--- config.mk ---
export PLATFORM = sky130hd
export DESIGN_NAME = iso8601_timestamp_to_epoch_top_flat
export DESIGN_NICKNAME = d
export VERILOG_FILES = /design/src/rtl/ite_pkg.sv /design/src/rtl/ite_req_if.sv /design/src/rtl/ite_front.sv /design/src/rtl/ite_queue.sv /design/src/rtl/ite_back.sv /design/src/rtl/iso8601_timestamp_to_epoch_top.sv /design/src/flat_wrapper.sv
export SDC_FILE = /design/constraint.sdc
export NUM_CORES = 2
export LEC_CHECK = 0
export BUFFER_PORTS_ARGS = -buffer_cell sky130_fd_sc_hd__buf_2
export CAP_MARGIN = 20
export CORE_ASPECT_RATIO = 1.4
export CORE_MARGIN = 1
export CORE_UTILIZATION = 40
export CTS_BUF_LIST = sky130_fd_sc_hd__clkbuf_4
export DETAILED_ROUTE_END_ITERATION = 10
export GPL_TIMING_DRIVEN = 1
export PLACE_DENSITY = 0.52
export SETUP_SLACK_MARGIN = 0.5
export SLEW_MARGIN = 20
export SYNTH_ARGS = -nofsm -noshare
export SYNTH_HDL_FRONTEND = slang
export SYNTH_SLANG_ARGS = --single-unit
--- constraint.sdc ---
create_clock -name clock -period 11.4 [get_ports clock]
set_input_delay 0 -clock clock [delete_from_list [all_inputs] [get_ports clock]]
set_output_delay 0 -clock clock [all_outputs]
set_load 0.01 [all_outputs]
--- src/rtl/ite_pkg.sv ---
// Package: shared types, constants and tables of the timestamp to epoch converter.
`timescale 1ns / 1ps
package ite_pkg;

   // ASCII codes used by the parser
   localparam logic [7:0] ASCII_ZERO  = 8'h30;
   localparam logic [7:0] ASCII_NINE  = 8'h39;
   localparam logic [7:0] ASCII_DASH  = 8'h2D;
   localparam logic [7:0] ASCII_PLUS  = 8'h2B;
   localparam logic [7:0] ASCII_COLON = 8'h3A;
   localparam logic [7:0] ASCII_T     = 8'h54;

   // character positions
   localparam logic [4:0] POS_SEC_FIRST = 5'd17;
   localparam logic [4:0] POS_SEC_LAST  = 5'd22;
   localparam logic [4:0] POS_MIN_LAST  = 5'd18;
   localparam logic [4:0] POS_OFF_FIRST = 5'd19;
   localparam logic [4:0] POS_MAX       = 5'd31;

   // offset sequencing: sign, hh, separator, mm
   localparam logic [2:0] OFF_STEP_SIGN = 3'd1;
   localparam logic [2:0] OFF_STEP_DONE = 3'd6;

   localparam int QUEUE_DEPTH = 4;
   localparam int QUEUE_AW    = $clog2(QUEUE_DEPTH);

   // calendar arithmetic constants
   localparam logic [14:0] YEAR_BIAS    = 15'd400;      // keeps year positive for floors
   localparam logic [23:0] DAYS_BIAS    = 24'd865566;   // 719468 + 146097 + 1
   localparam logic [14:0] RECIP_12     = 15'd171;      // floor(x*171 >> 11) = x/12, x < 128
   localparam logic [12:0] RECIP_100    = 13'd5243;     // floor(y*5243 >> 19) = y/100
   localparam int          SEC_PER_DAY  = 86400;
   localparam int          SEC_PER_HOUR = 3600;
   localparam int          SEC_PER_MIN  = 60;

   typedef struct packed {
      logic [13:0] year;
      logic [6:0]  month;
      logic [6:0]  day;
      logic [6:0]  hour;
      logic [6:0]  minute;
      logic [19:0] second;
      logic        apply_off;
      logic        off_neg;
      logic [6:0]  off_hours;
      logic [6:0]  off_minutes;
      logic        fault;
   } ite_rec_type;

   // day of a March-based year at which month index mon (0 = January) begins
   function automatic logic [8:0] month_start_day(input logic [3:0] mon);
      logic [8:0] r;
      unique case (mon)
         4'd0:    r = 9'd306;
         4'd1:    r = 9'd337;
         4'd2:    r = 9'd0;
         4'd3:    r = 9'd31;
         4'd4:    r = 9'd61;
         4'd5:    r = 9'd92;
         4'd6:    r = 9'd122;
         4'd7:    r = 9'd153;
         4'd8:    r = 9'd184;
         4'd9:    r = 9'd214;
         4'd10:   r = 9'd245;
         4'd11:   r = 9'd275;
         default: r = 9'd0;
      endcase
      return r;
   endfunction

endpackage

--- src/rtl/ite_req_if.sv ---
// Interfaces: character request channel and epoch response channel.
`timescale 1ns / 1ps
interface ite_req_if;
   logic       valid;
   logic       ready;
   logic [7:0] char_code;
   logic       last_char;

   modport source (output valid, output char_code, output last_char, input ready);
   modport sink   (input valid, input char_code, input last_char, output ready);
endinterface

interface ite_rsp_if;
   logic               valid;
   logic               ready;
   logic signed [38:0] unix_secs;
   logic               format_error;

   modport source (output valid, output unix_secs, output format_error, input ready);
   modport sink   (input valid, input unix_secs, input format_error, output ready);
endinterface

--- src/rtl/ite_front.sv ---
// Front end: per-character parser that gathers the fields and checks the format.
`timescale 1ns / 1ps
module ite_front (
   input  logic              clock,
   input  logic              reset,
   ite_req_if.sink           req_chan,
   input  logic              convert_utc,
   input  logic              queue_full,
   output logic              rec_push,
   output ite_pkg::ite_rec_type rec_out
);

   logic [4:0]  pos_ff, pos_in;
   logic [13:0] year_ff, year_in;
   logic [6:0]  month_ff, month_in;
   logic [6:0]  day_ff, day_in;
   logic [6:0]  hour_ff, hour_in;
   logic [6:0]  minute_ff, minute_in;
   logic [19:0] second_ff, second_in;
   logic        sec_closed_ff, sec_closed_in;
   logic        fault_ff, fault_in;
   logic        off_found_ff, off_found_in;
   logic        off_neg_ff, off_neg_in;
   logic [2:0]  off_step_ff, off_step_in;
   logic [6:0]  off_hours_ff, off_hours_in;
   logic [6:0]  off_minutes_ff, off_minutes_in;
   logic        off_bad_ff, off_bad_in;

   logic       accept;
   logic [7:0] c;
   logic       dig;
   logic [3:0] d;
   logic       apply;

   assign req_chan.ready = !queue_full;
   assign accept         = req_chan.valid && !queue_full;
   assign c              = req_chan.char_code;
   assign dig            = (c >= ite_pkg::ASCII_ZERO) && (c <= ite_pkg::ASCII_NINE);
   assign d              = dig ? c[3:0] : 4'd0;

   always_comb begin
      year_in        = year_ff;
      month_in       = month_ff;
      day_in         = day_ff;
      hour_in        = hour_ff;
      minute_in      = minute_ff;
      second_in      = second_ff;
      sec_closed_in  = sec_closed_ff;
      fault_in       = fault_ff;
      off_found_in   = off_found_ff;
      off_neg_in     = off_neg_ff;
      off_step_in    = off_step_ff;
      off_hours_in   = off_hours_ff;
      off_minutes_in = off_minutes_ff;
      off_bad_in     = off_bad_ff;

      unique case (pos_ff)
         5'd0, 5'd1, 5'd2, 5'd3: begin
            year_in = 14'(year_ff * 14'd10 + 14'(d));
            if (!dig) fault_in = 1'b1;
         end
         5'd5, 5'd6: begin
            month_in = 7'(month_ff * 7'd10 + 7'(d));
            if (!dig) fault_in = 1'b1;
         end
         5'd8, 5'd9: begin
            day_in = 7'(day_ff * 7'd10 + 7'(d));
            if (!dig) fault_in = 1'b1;
         end
         5'd11, 5'd12: begin
            hour_in = 7'(hour_ff * 7'd10 + 7'(d));
            if (!dig) fault_in = 1'b1;
         end
         5'd14, 5'd15: begin
            minute_in = 7'(minute_ff * 7'd10 + 7'(d));
            if (!dig) fault_in = 1'b1;
         end
         5'd4, 5'd7: begin
            if (c != ite_pkg::ASCII_DASH) fault_in = 1'b1;
         end
         5'd10: begin
            if (c != ite_pkg::ASCII_T) fault_in = 1'b1;
         end
         5'd13, 5'd16: begin
            if (c != ite_pkg::ASCII_COLON) fault_in = 1'b1;
         end
         default: begin
         end
      endcase

      // integer seconds: leading digits only
      if (pos_ff >= ite_pkg::POS_SEC_FIRST && pos_ff <= ite_pkg::POS_SEC_LAST
          && !sec_closed_ff) begin
         if (dig) second_in = 20'(second_ff * 20'd10 + 20'(d));
         else     sec_closed_in = 1'b1;
      end

      // first sign from position 19 opens the offset; step 3 is the unchecked separator
      if (pos_ff >= ite_pkg::POS_OFF_FIRST) begin
         if (!off_found_ff) begin
            if (c == ite_pkg::ASCII_PLUS || c == ite_pkg::ASCII_DASH) begin
               off_found_in = 1'b1;
               off_neg_in   = (c == ite_pkg::ASCII_DASH);
               off_step_in  = ite_pkg::OFF_STEP_SIGN;
            end
         end else if (off_step_ff >= 3'd1 && off_step_ff <= 3'd5) begin
            if (off_step_ff == 3'd1 || off_step_ff == 3'd2) begin
               off_hours_in = 7'(off_hours_ff * 7'd10 + 7'(d));
               if (!dig) off_bad_in = 1'b1;
            end else if (off_step_ff == 3'd4 || off_step_ff == 3'd5) begin
               off_minutes_in = 7'(off_minutes_ff * 7'd10 + 7'(d));
               if (!dig) off_bad_in = 1'b1;
            end
            off_step_in = 3'(off_step_ff + 3'd1);
         end
      end

      pos_in = (pos_ff < ite_pkg::POS_MAX) ? 5'(pos_ff + 5'd1) : pos_ff;
   end

   assign apply = convert_utc && off_found_in;

   always_comb begin
      rec_out.year        = year_in;
      rec_out.month       = month_in;
      rec_out.day         = day_in;
      rec_out.hour        = hour_in;
      rec_out.minute      = minute_in;
      rec_out.second      = second_in;
      rec_out.apply_off   = apply;
      rec_out.off_neg     = off_neg_in;
      rec_out.off_hours   = off_hours_in;
      rec_out.off_minutes = off_minutes_in;
      rec_out.fault       = fault_in || (pos_ff < ite_pkg::POS_MIN_LAST)
                            || (apply && (off_bad_in || off_step_in != ite_pkg::OFF_STEP_DONE));
   end

   assign rec_push = accept && req_chan.last_char;

   always_ff @(posedge clock) begin
      if (reset || rec_push) begin
         pos_ff         <= '0;
         year_ff        <= '0;
         month_ff       <= '0;
         day_ff         <= '0;
         hour_ff        <= '0;
         minute_ff      <= '0;
         second_ff      <= '0;
         sec_closed_ff  <= 1'b0;
         fault_ff       <= 1'b0;
         off_found_ff   <= 1'b0;
         off_neg_ff     <= 1'b0;
         off_step_ff    <= '0;
         off_hours_ff   <= '0;
         off_minutes_ff <= '0;
         off_bad_ff     <= 1'b0;
      end else if (accept) begin
         pos_ff         <= pos_in;
         year_ff        <= year_in;
         month_ff       <= month_in;
         day_ff         <= day_in;
         hour_ff        <= hour_in;
         minute_ff      <= minute_in;
         second_ff      <= second_in;
         sec_closed_ff  <= sec_closed_in;
         fault_ff       <= fault_in;
         off_found_ff   <= off_found_in;
         off_neg_ff     <= off_neg_in;
         off_step_ff    <= off_step_in;
         off_hours_ff   <= off_hours_in;
         off_minutes_ff <= off_minutes_in;
         off_bad_ff     <= off_bad_in;
      end
   end

endmodule

--- src/rtl/ite_queue.sv ---
// Short queue of parsed timestamp records between the parser and the calculator.
`timescale 1ns / 1ps
module ite_queue (
   input  logic                 clock,
   input  logic                 reset,
   input  logic                 push,
   input  ite_pkg::ite_rec_type push_rec,
   output logic                 full,
   input  logic                 pop,
   output logic                 not_empty,
   output ite_pkg::ite_rec_type head_rec
);

   ite_pkg::ite_rec_type        mem_ff [ite_pkg::QUEUE_DEPTH];
   logic [ite_pkg::QUEUE_AW-1:0] wr_ptr_ff, rd_ptr_ff;
   logic [ite_pkg::QUEUE_AW:0]   count_ff, count_in;
   logic                         do_push, do_pop;

   assign full      = (count_ff == (ite_pkg::QUEUE_AW+1)'(ite_pkg::QUEUE_DEPTH));
   assign not_empty = (count_ff != '0);
   assign do_push   = push && !full;
   assign do_pop    = pop && not_empty;
   assign head_rec  = mem_ff[rd_ptr_ff];

   always_comb begin
      count_in = count_ff;
      if (do_push && !do_pop)      count_in = (ite_pkg::QUEUE_AW+1)'(count_ff + 1'b1);
      else if (do_pop && !do_push) count_in = (ite_pkg::QUEUE_AW+1)'(count_ff - 1'b1);
   end

   always_ff @(posedge clock) begin
      if (reset) begin
         wr_ptr_ff <= '0;
         rd_ptr_ff <= '0;
         count_ff  <= '0;
      end else begin
         if (do_push) wr_ptr_ff <= ite_pkg::QUEUE_AW'(wr_ptr_ff + 1'b1);
         if (do_pop)  rd_ptr_ff <= ite_pkg::QUEUE_AW'(rd_ptr_ff + 1'b1);
         count_ff <= count_in;
      end
   end

   always_ff @(posedge clock) begin
      if (do_push) mem_ff[wr_ptr_ff] <= push_rec;
   end

endmodule

--- src/rtl/ite_back.sv ---
// Back end: four-stage pipeline that turns a parsed record into Unix seconds.
`timescale 1ns / 1ps
module ite_back (
   input  logic                 clock,
   input  logic                 reset,
   input  logic                 rec_valid,
   input  ite_pkg::ite_rec_type rec_in,
   output logic                 rec_pop,
   ite_rsp_if.source            rsp_chan
);

   logic advance;

   // stage 1: month normalisation, time of day and offset
   logic [6:0]  mx;
   logic [3:0]  mq_raw, mq, mon_raw, mon;
   logic [1:0]  ydec;
   logic [22:0] hms, off;
   logic [22:0] adj_in;
   logic [13:0] y1_in;
   logic [9:0]  dd1_in;

   logic        v1_ff, v2_ff, v3_ff, v4_ff;
   logic        e1_ff, e2_ff, e3_ff;
   logic [13:0] y1_ff;
   logic [9:0]  dd1_ff, dd2_ff;
   logic signed [22:0] adj1_ff, adj2_ff, adj3_ff;

   // stage 2: year products
   logic [26:0] yp100;
   logic [21:0] y365_in;
   logic [21:0] y365_ff;
   logic [11:0] y4_ff;
   logic [6:0]  q100_ff;

   // stage 3: day count
   logic signed [23:0] days_in, days_ff;

   // stage 4: seconds
   logic signed [40:0] secs;
   logic signed [38:0] epoch_ff;
   logic               err_ff;

   assign advance  = !v4_ff || rsp_chan.ready;
   assign rec_pop  = advance;

   always_comb begin
      mx      = 7'(rec_in.month - 7'd1);
      mq_raw  = 4'((15'(mx) * ite_pkg::RECIP_12) >> 11);
      mon_raw = 4'(mx - 7'(mq_raw) * 7'd12);
      if (rec_in.month == 7'd0) begin
         mq  = 4'd0;
         mon = 4'd11;
      end else begin
         mq  = mq_raw;
         mon = mon_raw;
      end
      // January and February belong to the previous March-based year
      ydec  = 2'((rec_in.month == 7'd0) ? 1 : 0) + 2'((mon <= 4'd1) ? 1 : 0);
      y1_in = 14'(15'(rec_in.year) + ite_pkg::YEAR_BIAS + 15'(mq) - 15'(ydec));
      dd1_in = 10'(ite_pkg::month_start_day(mon)) + 10'(rec_in.day);

      hms = 23'(rec_in.hour) * 23'(ite_pkg::SEC_PER_HOUR)
          + 23'(rec_in.minute) * 23'(ite_pkg::SEC_PER_MIN)
          + 23'(rec_in.second);
      off = 23'(rec_in.off_hours) * 23'(ite_pkg::SEC_PER_HOUR)
          + 23'(rec_in.off_minutes) * 23'(ite_pkg::SEC_PER_MIN);
      // a '+' offset is subtracted, a '-' offset added
      if (!rec_in.apply_off)   adj_in = hms;
      else if (rec_in.off_neg) adj_in = 23'(hms + off);
      else                     adj_in = 23'(hms - off);
   end

   always_comb begin
      yp100   = 27'(y1_ff) * 27'(ite_pkg::RECIP_100);
      y365_in = 22'(22'(y1_ff) * 22'd365);
   end

   always_comb begin
      days_in = 24'(y365_ff) + 24'(y4_ff) - 24'(q100_ff) + 24'(q100_ff >> 2)
              + 24'(dd2_ff) - ite_pkg::DAYS_BIAS;
   end

   assign secs = 41'(days_ff) * 41'(ite_pkg::SEC_PER_DAY) + 41'(adj3_ff);

   always_ff @(posedge clock) begin
      if (reset) begin
         v1_ff <= 1'b0;
         v2_ff <= 1'b0;
         v3_ff <= 1'b0;
         v4_ff <= 1'b0;
      end else if (advance) begin
         v1_ff <= rec_valid;
         v2_ff <= v1_ff;
         v3_ff <= v2_ff;
         v4_ff <= v3_ff;
      end
   end

   always_ff @(posedge clock) begin
      if (advance) begin
         e1_ff   <= rec_in.fault;
         y1_ff   <= y1_in;
         dd1_ff  <= dd1_in;
         adj1_ff <= adj_in;

         e2_ff   <= e1_ff;
         y365_ff <= y365_in;
         y4_ff   <= y1_ff[13:2];
         q100_ff <= yp100[25:19];
         dd2_ff  <= dd1_ff;
         adj2_ff <= adj1_ff;

         e3_ff   <= e2_ff;
         days_ff <= days_in;
         adj3_ff <= adj2_ff;

         err_ff   <= e3_ff;
         epoch_ff <= e3_ff ? '0 : secs[38:0];
      end
   end

   assign rsp_chan.valid         = v4_ff;
   assign rsp_chan.unix_secs     = epoch_ff;
   assign rsp_chan.format_error  = err_ff;

endmodule

--- src/rtl/iso8601_timestamp_to_epoch_top.sv ---
// Top level: ISO 8601 timestamp text to Unix seconds converter.
//
//   channel  direction  transfer                     payload
//   req_     in         one character per transfer   char_code[7:0], last_char
//   rsp_     out        one result per string        unix_secs[38:0] signed, format_error
//   csr_     in         write on csr_wr_en           convert_utc (bit 0 of csr_wr_data)
//
// One character is taken per cycle while the record queue is not full.
// Each parsed record is written into the four-entry record queue and then passes through
// the calculator pipeline to its output register.
// The parser stalls only when that queue is full; the calculator pipeline stalls only
// while its output register holds a result not yet taken.
// Synchronous reset clears parser state, queue and pipeline; convert_utc resets to 1.
`timescale 1ns / 1ps
module iso8601_timestamp_to_epoch_top (
   input  logic       clock,
   input  logic       reset,
   ite_req_if.sink    req_chan,
   ite_rsp_if.source  rsp_chan,
   input  logic       csr_wr_en,
   input  logic       csr_wr_data
);

   logic                 convert_utc_ff;
   logic                 rec_push, queue_full, queue_pop, queue_not_empty;
   ite_pkg::ite_rec_type push_rec, head_rec;

   always_ff @(posedge clock) begin
      if (reset)          convert_utc_ff <= 1'b1;
      else if (csr_wr_en) convert_utc_ff <= csr_wr_data;
   end

   ite_front u_front (
      .clock       (clock),
      .reset       (reset),
      .req_chan    (req_chan),
      .convert_utc (convert_utc_ff),
      .queue_full  (queue_full),
      .rec_push    (rec_push),
      .rec_out     (push_rec)
   );

   ite_queue u_queue (
      .clock     (clock),
      .reset     (reset),
      .push      (rec_push),
      .push_rec  (push_rec),
      .full      (queue_full),
      .pop       (queue_pop),
      .not_empty (queue_not_empty),
      .head_rec  (head_rec)
   );

   ite_back u_back (
      .clock     (clock),
      .reset     (reset),
      .rec_valid (queue_not_empty),
      .rec_in    (head_rec),
      .rec_pop   (queue_pop),
      .rsp_chan  (rsp_chan)
   );

endmodule

--- src/flat_wrapper.sv ---
// flat-port wrapper written by rule: the top's interface ports become plain ports
module iso8601_timestamp_to_epoch_top_flat 
  (clock, reset, csr_wr_en, csr_wr_data, req_chan_valid, req_chan_char_code, req_chan_last_char, req_chan_ready, rsp_chan_valid, rsp_chan_unix_secs, rsp_chan_format_error, rsp_chan_ready);
  ite_req_if req_chan_i ();
  ite_rsp_if rsp_chan_i ();
  input  logic clock;
  input  logic reset;
  input  logic csr_wr_en;
  input  logic csr_wr_data;
  input wire logic [$bits(req_chan_i.valid)-1:0] req_chan_valid;
  input wire logic [$bits(req_chan_i.char_code)-1:0] req_chan_char_code;
  input wire logic [$bits(req_chan_i.last_char)-1:0] req_chan_last_char;
  output wire logic [$bits(req_chan_i.ready)-1:0] req_chan_ready;
  output wire logic [$bits(rsp_chan_i.valid)-1:0] rsp_chan_valid;
  output wire logic [$bits(rsp_chan_i.unix_secs)-1:0] rsp_chan_unix_secs;
  output wire logic [$bits(rsp_chan_i.format_error)-1:0] rsp_chan_format_error;
  input wire logic [$bits(rsp_chan_i.ready)-1:0] rsp_chan_ready;
  assign req_chan_i.valid = req_chan_valid;
  assign req_chan_i.char_code = req_chan_char_code;
  assign req_chan_i.last_char = req_chan_last_char;
  assign req_chan_ready = req_chan_i.ready;
  assign rsp_chan_valid = rsp_chan_i.valid;
  assign rsp_chan_unix_secs = rsp_chan_i.unix_secs;
  assign rsp_chan_format_error = rsp_chan_i.format_error;
  assign rsp_chan_i.ready = rsp_chan_ready;
  iso8601_timestamp_to_epoch_top u_core (.clock(clock), .reset(reset), .req_chan(req_chan_i), .rsp_chan(rsp_chan_i), .csr_wr_en(csr_wr_en), .csr_wr_data(csr_wr_data));
endmodule
# After elaboration in Yosys (flattened, before gate mapping)
# Memories as Yosys holds them, arrays and structs flattened. A register that Yosys moved wholly into a read port is not among the register bits.
# Index checks and enable logic that the tools add are counted.
# word_totals
wordCells	216
output_inout_bits	42
romBits	144
latchBits	0
ramBits	316
input_bits	15
reg_bits	312
n_memories	2
# memory_table
name	words	width	read_ports	rd_ports_with_merged_regs	wr	line	text
u_core.u_queue.mem_ff	4	79	1	1	1	ite_queue.sv:14	ite_pkg::ite_rec_type mem_ff [ite_pkg::QUEUE_DEPTH];
(no name shown)	16	9	1	0	0	ite_pkg.sv:53	unique case (mon)
# classes
div_mod_pow	0
n_mux	50
shifts	0
add_sub_neg	32
bitwise	1
n_mul	17
reduce_logical	39
n_eq_ne	27
magnitude_cmp	10
# ops
cell	n
$mux 7	13
$mux 23	2
$mul 7x8->15 const B	3
$add 7x4->7	6
$mul 7x3->6 const B	6
$add 19x13->20	2
$eq 5x4->1 const B	8
$mux 20	2
$add 39x23->39	1
$mul 24x11->32 const B	1
$add 14x4->14	2
$mul 14x13->26 const B	1
$add 24x10->24	1
$add 24x5->24	1
$sub 23x7->24	1
$sub 24x20->24 const B	1
$add 22x12->23	1
$add 21x20->22	1
$mul 14x9->22 const B	1
$mul 7x4->11 const B	2
$sub 21x20->22	1
$add 20x20->21	1
$add 20x4->20	1
$eq 5x3->1 const B	4
other kinds (50)	113

# Depth between registers and ports, before layout
# logic_depth
depth_word	11
mapped_depth	48
ltp_nobuf	44

# Hierarchy
# Synthesis repeated with hierarchy kept, for this count alone.
# unflattened
cells_unflattened	4321
hier_area_um2	48201.2
# by_module_without_submodules
mod	area_each_um2	instances	cells_per_inst	seq_area_each_um2
ite_back	27895.5	1	2791	6416.2
ite_queue	11841.4	1	461	9669.3
ite_front	8429.3	1	1066	1781.7
iso8601_timestamp_to_epoch_top	35.0	1	3	20.0

# Worst setup path after synthesis
# Ideal clock, no wire load.
# synth_timing
kind	flip-flop to flip-flop
from	reg with a tool-made name
to	reg u_core.u_back.y1_ff[12], data pin
n_path_buf	4
slack_ns	1.087
period_less_slack_ns	10.313
path_stages_with_launch	46
t_arrival_ns	10.054
required_time_ns	11.140
setup_ns	0.260
cell_sequence	dfxtp_1 -> buf_6 -> mux4_2 -> inv_1 -> ha_1 -> nand2_1 -> or4_1 -> clkbuf_1 -> clkbuf_1 -> nand2_1 -> ha_1 -> inv_1 -> fa_1 -> fa_1 -> fa_1 -> inv_1 -> ha_1 -> and3_1 -> [... 10 more ...] -> o211ai_1 -> fa_1 -> inv_1 -> fa_1 -> inv_1 -> ha_1 -> fa_1 -> a21oi_1 -> nor2_1 -> nor2_1 -> nor2b_1 -> nor3b_1 -> nor2_1 -> o21ai_0 -> nand3_1 -> a21o_1 -> a21oi_1 -> xnor2_1
# synth_rtl
item	line	text
end signal, assigned	ite_back.sv:103	y1_ff <= y1_in;
end, declared	ite_back.sv:25	logic [13:0] y1_ff;

==> run metrics <==
status finished, final reports clean; met1 GRT Util 18.7%; Syn-to-layout area delta 9.76%; vias per inst 5.01; commonest non-fill, non-tap cell in the layout ha_1; Reg clk slew, reported paths ~70 ps; RSZ-0062 raised after global routing false; number of fillers in the final layout about 11000; Crit path buffers/inverters 7; number of cell rows 148; met3 Use GR about 2.5%; Synth area leader edfxtp_1; final-stage net count 5290; Sink Count 630; CTS buffer count 160; Post-synth ARST share 0%; DPL Wire Length between 70000 and 80000 um; Cell Area, Placed 0.0490 sq mm; fmax roughly 98 MHz; cells after synthesis roughly 4200; period utilisation layout a little under 90%; share of layout cells above drive strength 1 11.2%; post-synthesis cell area between 0.04 and 0.05 sq mm; Crit Path Class reg2reg; register area share after synthesis approximately two fifths; setup TNS 0 ps; global-route wire length before repair between 150000 and 200000 um; slowest CP cell mux4_2; total iterations of the first detailed-routing run 5; YS warnings 0; met2 Track Usage GR between 30 and 40%; gpl congestion 0.829; Ports 57; Clk Latency, worst-skew pair between 1000 and 1500 ps; number of synthesized flops with an enable pin between 500 and 600; GRT busiest layer met2; DRT iter0 DRCs ~1000; most frequent cells in the layout 652 x ha_1, 639 x inv_1, 527 x edfxtp_1; DR vias ~30000; Netlist cell types 75; Die Height slightly above 400 um; Final Cell Area ~0.05 sq mm; post-synth top area share ~34%; Worst EP required around 12000 ps; final wirelength 99300 um; Setup crit end kind register; register area approximately 0.018 sq mm; fin. max-slew vios 0; CTS tree built; Antenna Nets Post-Route 0; GRT Overall Usage 17.3%; Hold Fails Final Rpt 0; synth top area cells edfxtp_1 34%, ha_1 17%, fa_1 11%, inv_1 5.1%, dfxtp_1 4.4%; area of the core roughly 0.12 sq mm; CP arrival ~11000 ps; PortBufs 56; Chip Width 291 um; routed len/inst ~17 um; DR DRC count 0; die area between 0.1 and 0.15 sq mm; net count after synthesis ~5100; max incr delay on CP a little over 600 ps; Worst Tran Pin Value between 1000 and 1500 ps; vias in the first global route between 30000 and 40000; clk root buf clkbuf_4; total gr overflow 0; Avg Inst Size Synth about 11 sq um; Synth Register Bits 630; # Max-Cap Violations 0; relative slew slack between 20% and 30%; final setup fails 0; clk buf depth 3; multi-input logic area ~0.026 sq mm; pin count of the biggest net entering global routing 74; Post-Route Skew 119 ps; largest delay contributor family on the critical path adder cells; Hold/Removal Path Class in2reg; H-tree depth 4; Startpoint Class register; Top FF cell, synth edfxtp_1; Tmin final slightly above 10000 ps; Starting Density between 40% and 50%; initial antenna violation count 2; crit-path max FO 15
-- final timing paths --
kind	end	depth (start not counted)	slack, ps	start
hold / removal	u_core.u_front.day_ff[0]	4	180	reset
setup / recovery	u_core.u_back.y1_ff[12]	42	1200	register
setup reg to reg	u_core.u_back.y1_ff[12]	42	1200	register
hold reg to reg	u_core.u_back.adj3_ff[13]	0	370	u_core.u_back.adj2_ff[13]
-- logic make-up after synthesis --
kind of cell,count (synthesis),share of synthesized area [%]
adder cells (fa/ha/maj),917,28.7
AND/OR/NAND/NOR,766,7.59
AO/OA/AOI/OAI,679,8.90
XOR/XNOR,309,5.82
buffers and inverters,720,5.79
multiplexers,133,5.04
flip-flops,630,38.2
-- metal layers --
metal	vias to the layer above	wire length, um
met1	14500	40000
met3	162	2440
met5	-	0
met2	380	54400
met4	0	2540
li1	14900	-
-- sequential cells by signal, summed over array words and instances (netlist names), 20 cells and up, named ones only --
name / cells
u_core.u_queue.mem_ff: 316
u_core.u_back.rsp_chan.unix_secs: 39
u_core.u_back.days_ff: 24
u_core.u_back.adj1_ff: 23
u_core.u_back.adj2_ff: 23
u_core.u_back.adj3_ff: 23
u_core.u_back.y365_ff: 22
u_core.u_front.second_ff: 20
-- metrics by stage --
step,instances,hold slack [ps],util [%],worst slack [ps]
finish,5991,178,44.3,1200
floorplan,4154,69.1,-,1090
CTS,5984,14.6,44.2,622
global placement,5658,212,42.2,761
global route,5990,97.9,44.3,562
detailed placement,5658,212,42.2,691
-- worst register-to-register path, delay by kind of cell (launching register included) --
| kind | cells | cell delay (ps) |
|---|---|---|
| flops | 1 | 440 |
| fa+ha+maj | 11 | 4080 |
| simple gates | 11 | 1880 |
| compound gates | 7 | 1360 |
| xor+xnor | 5 | 890 |
| buf+inv | 7 | 680 |
| mux | 1 | 610 |
-- final cells by class --
type,count,share of cell area [%]
flip-flops and latches,630,34.8
multi-input cells,2804,51.2
inverters,639,4.66
diodes,5,0.0243
repair buffers,123,1.70
well taps,1500,3.65
clock buffers,227,3.31
clock inverters,63,0.649
-- timing repair --
action | CTS | global route
buffers inserted | 0 | 2
gates resized for setup | 0 | 3
hold buffers | 36 | 0
hold endpoints to repair | 435 | 0
endpoints found under the setup margin | 0 | 2
-- Yosys cell counts, types with 12 or more instances --
library cell / instances
a31oi_1: 17
nand3_1: 40
clkbuf_1: 61
a21oi_1: 264
and3_1: 22
ha_1: 652
o21ai_1: 16
a21o_1: 81
nand2_1: 220
a211oi_1: 28
buf_1: 17
o21a_1: 25
o21bai_1: 37
nor2b_1: 50
mux2i_1: 12
and2_1: 14
mux2_2: 43
dfxtp_1: 103
nand2b_1: 30
nor3b_1: 17
edfxtp_1: 527
nand4_1: 17
o21ai_0: 122
mux4_2: 78
xnor2_1: 216
nor2_1: 251
xor2_1: 90
inv_1: 639
nor3_1: 58
fa_1: 265
Power is left out: the tool's default activity adds up to more than one toggle a clock period on the data nets, which glitch-free logic cannot reach.
